==> src/design/gna_pkg.sv <==
// ----------------------------------------------------------------------------
// gna_pkg: shared types and constants for the gauge needle reader
// Holds field widths, the CORDIC arctangent table, the pressure segment
// constants and the meter type codes.
// ----------------------------------------------------------------------------
package gna_pkg;

    // Fixed field widths of the stream items.
    localparam int FIELD_W   = 12;   // each coordinate field
    localparam int ANGLE_W   = 15;   // needle angle in 1/64 degree
    localparam int PRES_W    = 14;   // pressure in 0.0001 MPa

    // Defaults for the top level parameters.
    localparam int COORD_BITS_DEF    = 12;
    localparam int CORDIC_STAGES_DEF = 16;

    // CORDIC arithmetic.
    localparam int ATAN_LEN  = 24;   // entries in the arctangent table
    localparam int PRESCALE  = 24;   // fractional bits of the rotator datapath
    localparam int ACC_W     = 24;   // angle accumulator, 1/16384 degree, signed

    localparam logic [ACC_W-1:0] HALF_TURN_FINE = ACC_W'(2949120);
    localparam logic [ACC_W-1:0] FULL_TURN_FINE = ACC_W'(5898240);
    localparam logic [ACC_W-1:0] ROUND_HALF     = ACC_W'(128);
    localparam int               FINE_SHIFT     = 8;
    localparam logic [ANGLE_W-1:0] FULL_TURN_64 = ANGLE_W'(23040);

    // atan(2^-i) in 1/16384 degree, rounded.
    localparam logic [22:0] ATAN_TAB [ATAN_LEN] = '{
        23'd737280, 23'd435242, 23'd229970, 23'd116736,
        23'd58595,  23'd29326,  23'd14667,  23'd7334,
        23'd3667,   23'd1833,   23'd917,    23'd458,
        23'd229,    23'd115,    23'd57,     23'd29,
        23'd14,     23'd7,      23'd4,      23'd2,
        23'd1,      23'd0,      23'd0,      23'd0
    };

    // Pressure scale. Every segment is scaled so that full scale reads
    // 4032000, then the meter type picks the final rational factor.
    localparam int M_W   = 22;
    localparam int V_W   = 20;

    localparam logic [ANGLE_W-1:0] SEG_LOW_START = ANGLE_W'(14592); // 228 degrees
    localparam logic [ANGLE_W-1:0] SEG_TOP_START = ANGLE_W'(17280); // 270 degrees
    localparam logic [ANGLE_W-1:0] RIGHT_ANGLE   = ANGLE_W'(5760);  //  90 degrees
    localparam logic [ANGLE_W-1:0] SEG_END       = ANGLE_W'(8448);  // 132 degrees

    localparam logic [7:0] SLOPE_OUTER = 8'd240;
    localparam logic [7:0] SLOPE_INNER = 8'd238;

    localparam logic [M_W-1:0] OFF_LOW   = M_W'(0);
    localparam logic [M_W-1:0] OFF_TOP   = M_W'(645120);
    localparam logic [M_W-1:0] OFF_RIGHT = M_W'(2016000);
    localparam logic [M_W-1:0] OFF_HIGH  = M_W'(3386880);

    // Per meter type: pressure = ((c*M + bias) >> shift) / 63.
    localparam int SUM_W = 25;
    localparam logic [SUM_W-1:0] BIAS_1_0  = SUM_W'(1008);
    localparam logic [SUM_W-1:0] BIAS_0_25 = SUM_W'(4032);
    localparam logic [SUM_W-1:0] BIAS_1_6  = SUM_W'(126);
    localparam int SHIFT_1_0  = 5;
    localparam int SHIFT_0_25 = 7;
    localparam int SHIFT_1_6  = 2;

    // Division by 63 as a multiplication by the rounded-up reciprocal.
    localparam int RECIP_W     = 21;
    localparam int RECIP_SHIFT = 26;
    localparam logic [RECIP_W-1:0] RECIP_63 = RECIP_W'(1065221);

    typedef enum logic [1:0] {
        MT_UNKNOWN = 2'd0,
        MT_1_0     = 2'd1,
        MT_0_25    = 2'd2,
        MT_1_6     = 2'd3
    } t_meter;

endpackage

==> src/design/gna_cordic_stage.sv <==
// ----------------------------------------------------------------------------
// gna_cordic_stage: one registered micro-rotation of the vectoring CORDIC
// Rotates the vector towards the positive x axis by atan(2^-IDX) and
// accumulates the angle turned.
// ----------------------------------------------------------------------------
module gna_cordic_stage
    import gna_pkg::*;
#(
    parameter int W   = 39,
    parameter int IDX = 0
) (
    input  logic                    i_clk,
    input  logic                    i_en,
    input  logic signed [W-1:0]     i_x,
    input  logic signed [W-1:0]     i_y,
    input  logic signed [ACC_W-1:0] i_acc,
    output logic signed [W-1:0]     o_x,
    output logic signed [W-1:0]     o_y,
    output logic signed [ACC_W-1:0] o_acc
);

    localparam logic signed [ACC_W-1:0] ATAN = ACC_W'(ATAN_TAB[IDX]);

    logic signed [W-1:0]     xs;
    logic signed [W-1:0]     ys;
    logic signed [W-1:0]     n_x;
    logic signed [W-1:0]     n_y;
    logic signed [ACC_W-1:0] n_acc;
    logic signed [W-1:0]     r_x;
    logic signed [W-1:0]     r_y;
    logic signed [ACC_W-1:0] r_acc;

    // Arithmetic shifts floor towards minus infinity.
    assign xs = i_x >>> IDX;
    assign ys = i_y >>> IDX;

    always_comb begin
        if (i_y < 0) begin
            n_x   = i_x - ys;
            n_y   = i_y + xs;
            n_acc = i_acc - ATAN;
        end else begin
            n_x   = i_x + ys;
            n_y   = i_y - xs;
            n_acc = i_acc + ATAN;
        end
    end

    always_ff @(posedge i_clk) begin
        if (i_en) begin
            r_x   <= n_x;
            r_y   <= n_y;
            r_acc <= n_acc;
        end
    end

    assign o_x   = r_x;
    assign o_y   = r_y;
    assign o_acc = r_acc;

endmodule

==> config.mk <==
export PLATFORM = sky130hd
export DESIGN_NAME = gna_cordic_stage
export DESIGN_NICKNAME = d
export VERILOG_FILES = /design/src/design/gna_pkg.sv /design/src/design/gna_cordic_stage.sv
export SDC_FILE = /design/constraint.sdc
export NUM_CORES = 1
export LEC_CHECK = 0
export BUFFER_PORTS_ARGS = -buffer_cell sky130_fd_sc_hd__buf_2
export CORE_MARGIN = 2
export CORE_UTILIZATION = 45
export CTS_CLUSTER_SIZE = 28
export DETAILED_ROUTE_END_ITERATION = 16
export PLACE_DENSITY = 0.67
export SYNTH_ARGS = -nofsm -noshare
export SYNTH_HDL_FRONTEND = slang
export SYNTH_SLANG_ARGS = --single-unit
==> constraint.sdc <==
create_clock -name i_clk -period 4.76 [get_ports i_clk]
set_input_delay 0.952 -clock i_clk [delete_from_list [all_inputs] [get_ports i_clk]]
set_output_delay 0.952 -clock i_clk [all_outputs]
set_load 0.1 [all_outputs]
**Word-level counts from Yosys, hierarchy flattened**

Index checks and enable logic that the tools add are counted.

- Register bits: 102
- Input port bits: 104
- Output and inout port bits: 102
- Logic and storage cells: 12

- Add/sub/neg operators: 5
- $lt $le $gt $ge: 1
- Muxes and demuxes: 3

Operators with widths:

| kind | count |
|---|---|
| two-way mux 39 bit | 2 |
| subtractor 39 bit | 2 |
| adder 39 bit | 1 |
| < comparator 39 x 1 -> 1 bit (second input constant) | 1 |
| adder 24 x 21 -> 24 bit (second input constant) | 1 |
| two-way mux 24 bit | 1 |
| subtractor 24 x 21 -> 24 bit (second input constant) | 1 |

**Longest topological paths before layout**

- Depth after elaboration: 2
- Depth in mapped cells: 14
- Mapped depth without buffers: 13

**Worst setup path after synthesis**

OpenSTA, ideal clock, no wires.

- Path type: input port to flip-flop
- Start: input port i_x[15]
- End: register r_y[36] (netlist: o_y[36]), data pin
- Setup time: 0.277 ns
- Arrival: 3.532 ns
- Data required time: 4.483 ns
- Slack: 0.950 ns
- Stages: 12
- Buffers on the path: 0
- Cells stage by stage: inv_1 -> ha_1 -> or4_4 -> nor2_4 -> nand2_2 -> or4_4 -> o32ai_2 -> o21ai_2 -> o21ba_2 -> o41ai_4 -> a221o_1 -> a2111oi_2

- Longest elaborated chain between the ends: 2
- Elaborated cells on any way between the ends: 3
- Those cells by class: add/sub: 2; mux: 1

Ends and longest elaborated chain:

| element | RTL line | RTL |
|---|---|---|
| start, declared | gna_cordic_stage.sv:14 | `input logic signed [W-1:0] i_x,` |
| subtractor 39 bit or adder 39 bit (tied branches) | gna_cordic_stage.sv:44, gna_cordic_stage.sv:40 |  |
| two-way mux 39 bit (*) | gna_cordic_stage.sv:38 | `if (i_y < 0) begin` |
| named net n_y[36] | gna_cordic_stage.sv:27 | `logic signed [W-1:0] n_y;` |
| end signal, assigned | gna_cordic_stage.sv:52 | `r_y <= n_y;` |
| end, declared | gna_cordic_stage.sv:30 | `logic signed [W-1:0] r_y;` |

Mark *: on every way through the listed nets, which the timed path passes. The rest lies on a longest branch.
A chain may end at the register's enable or synchronous reset.

**Worst setup path in the final report**

- Start: input port i_x[8]
- End: register r_x[37] (netlist: o_x[37]), data pin

- Longest elaborated chain between the ends: 2
- Elaborated cells on any way between the ends: 3
- Those cells by class: add/sub: 2; mux: 1

Ends and longest elaborated chain:

| element | RTL line | RTL |
|---|---|---|
| adder 39 bit or subtractor 39 bit (tied branches) | gna_cordic_stage.sv:43, gna_cordic_stage.sv:39 |  |
| two-way mux 39 bit (*) | gna_cordic_stage.sv:38 |  |
| named net n_x[37] | gna_cordic_stage.sv:26 | `logic signed [W-1:0] n_x;` |
| end signal, assigned | gna_cordic_stage.sv:51 | `r_x <= n_x;` |
| end, declared | gna_cordic_stage.sv:29 | `logic signed [W-1:0] r_x;` |

Marked as above.

==> results_dict.tcl <==
set metrics [dict create \
    outcome "completed" \
    synth-edff-count 101 \
    timing.hold.ws_ns 0.758 \
    wire_per_inst_um 19.3 \
    synth.largest_area_cell "edfxtp_1" \
    cts_buffers 9 \
    die_area_sq_mm 0.0237 \
    synth_warnings 0 \
    fin_util 0.540 \
    initial_core_util 0.460 \
    post-cts-setup-buffers 0 \
    setup_tns_ns 0 \
    finalCritPeriodShare 0.860 \
    slew-limit-headroom 0.515 \
    fp.dieW_um 154 \
    mostFrequentLayoutCell "buf_2" \
    fmax_mhz 244 \
    antenna_found_initial 0 \
    endpoint_kind "flip-flop" \
    synth_simple_gate_area_frac 0.117 \
    yosys-top-cells-area "edfxtp_1 30%, ha_1 15%, a21oi_1 8.1%" \
    synth_mux_area_frac 0.0150 \
    final_nets 1608 \
    synth_cells 1185 \
    slew_viol_final 0 \
    synth_top_family_by_area "compound AO/OA/AOI/OAI gates" \
    cts-htree-levels 3 \
    place_congestion 0.968 \
    synth_compound_area_frac 0.270 \
    finalHoldViolations 0 \
    powerDensity_mw_per_mm2 362 \
    yosysUniqueCellTypes 73 \
    drt_first_iter_violations 1149 \
    cts-root-buf "clkbuf_16" \
    drcViolationCount 0 \
    cts_buffer_depth 2 \
    layout_min_cycle_time_ns 4.10 \
    syn_area_per_cell_sq_um 8.53 \
    yosys_register_bits 101 \
    core_area_sq_mm 0.0220 \
    grt_max_degree 67 \
    routed_via_density 5.89 \
    required_ns 4.89 \
    cts.repair.resized 0 \
    grt_pass1_wl_um 50300 \
    p_leak_uw 0.00531 \
    dr.pass1.iters 7 \
    port_buffers 205 \
    layout-drive-gt1-share 0.198 \
    diodes 0 \
    mostFrequentLayoutCells "203 x buf_2, 163 x a21oi_1, 123 x inv_1, 122 x ha_1, 101 x edfxtp_1" \
    total_power_uw 4280 \
    vias 9789 \
    syn_to_final_growth_pct 17.2 \
    synth_top_area_frac 0.300 \
    place_hpwl_um 25400 \
    place_area_sq_mm 0.0115 \
    synth_xor_area_frac 0.0684 \
    grt_usage 0.268 \
    setup_viol 0 \
    synth_area_sq_mm 0.0101 \
    peakVddDrop_mv 0.234 \
    clkTransAtPathRegs_ns 0.09 \
    crit_arrival_ns 4.23 \
    rsz0062_at_grt "no" \
    cts_sinks 101 \
    num_rows 54 \
    multi_input_comb_area_sq_mm 0.00636 \
    synthAdderAreaFrac 0.159 \
    grt_pass1_vias 9289 \
    fillers 2107 \
    antenna_left 0 \
    seqCellArea_sq_mm 0.00303 \
    die_height_um 154 \
    yosys_most_used_dff "edfxtp_1" \
    hold_buffers 0 \
    worst_slew_pin_slew_ns 0.721 \
    start_kind "primary input" \
    hold_class "primary input to flip-flop" \
    wl_um 32100 \
    final_area_sq_mm 0.0118 \
    path_class "primary input to flip-flop" \
    synth-async-reset-ratio 0 \
    drv_cap 0 \
    syn_nets 1415 \
    tritoncts "yes" \
    grt_overflow 0 \
    ys_seq_area_frac 0.300 \
    pin_count 206 \
    path_max_fanout 4 \
]
==> Yosys cell counts (all sizes together), types with 3 or more instances <==
library cell	instances
o311ai	3
a211o	4
o31ai	9
a22oi	3
nor3	21
a2111oi	5
o221ai	7
clkinv	6
o31a	4
a21oi	163
o41ai	3
clkbuf	45
o21bai	35
a221o	6
a211oi	8
or3	6
nand2	51
buf	14
or4	5
o21a	7
a31oi	13
inv	124
o211ai	9
nand3	12
nand4	21
nand2b	3
o21ai	82
ha	122
mux2i	14
xnor2	72
nor2	96
fa	4
a311o	3
a311oi	3
a221oi	11
nor4	9
nor2b	16
a21boi	4
a21o	27
xor2	7
edfxtp	101
o2111ai	3
==> metrics by stage <==
stage          setup WS (ns)  instances
2_1_floorplan          0.950       1185
3_3_place_gp           0.378       1647
3_5_place_dp           0.313       1647
4_1_cts                0.699       1663
5_1_grt                0.377       1663
6_report               0.664       1663
==> logic make-up (layout without fill, tap and decap cells) <==
logic type / count (synthesis) / after routing
compound gates: 427 / 427
xor+xnor: 79 / 79
fa+ha+maj: 126 / 126
buf+inv: 189 / 387
flops: 101 / 101
mux: 15 / 15
simple gates: 248 / 248
==> where the power goes <==
part	total, uW	switching (uW)	internal [uW]
clock	822	399	423
sequential	1200	37.6	1160
combinational	2260	1750	514
total	4280	2180	2100
==> final cells by class <==
cell class	instances	share of cell area
clock buffer	9	0.0190
timing repair buffer	241	0.110
multi-input combinational	895	0.537
inverter	130	0.0412
tap	280	0.0296
clock inverter	7	0.00781
sequential	101	0.256
==> registers in the layout (all words and copies together) (netlist names) <==
register,flops
o_y,38
o_acc,24
o_x,39
==> critical path, stage by stage <==
cell	delay [ns]
buf_2	0.10
inv_1	0.05
ha_1	0.30
nor2_1	0.26
o21ai_0	0.16
a221oi_1	0.36
o21ai_1	0.20
a31oi_1	0.47
a31oi_1	0.27
o31ai_1	0.50
a2111oi_0	0.20
a221oi_1	0.31
xnor2_1	0.10
==> per-layer routing <==
metal  share of wire  GRT usage
met5               0          0
met4           0.020     0.0708
met3           0.078     0.0372
met2            0.45      0.420
met1            0.46      0.391
==> worst paths after layout <==
kind / startpoint / to / slack (ns) / cells past startpoint
min: i_acc[1] / o_acc[1]$_DFFE_PP_ / 0.76 / 1
max: i_x[8] / o_x[37]$_DFFE_PP_ / 0.66 / 13
Power figures use the tool's default switching activity.
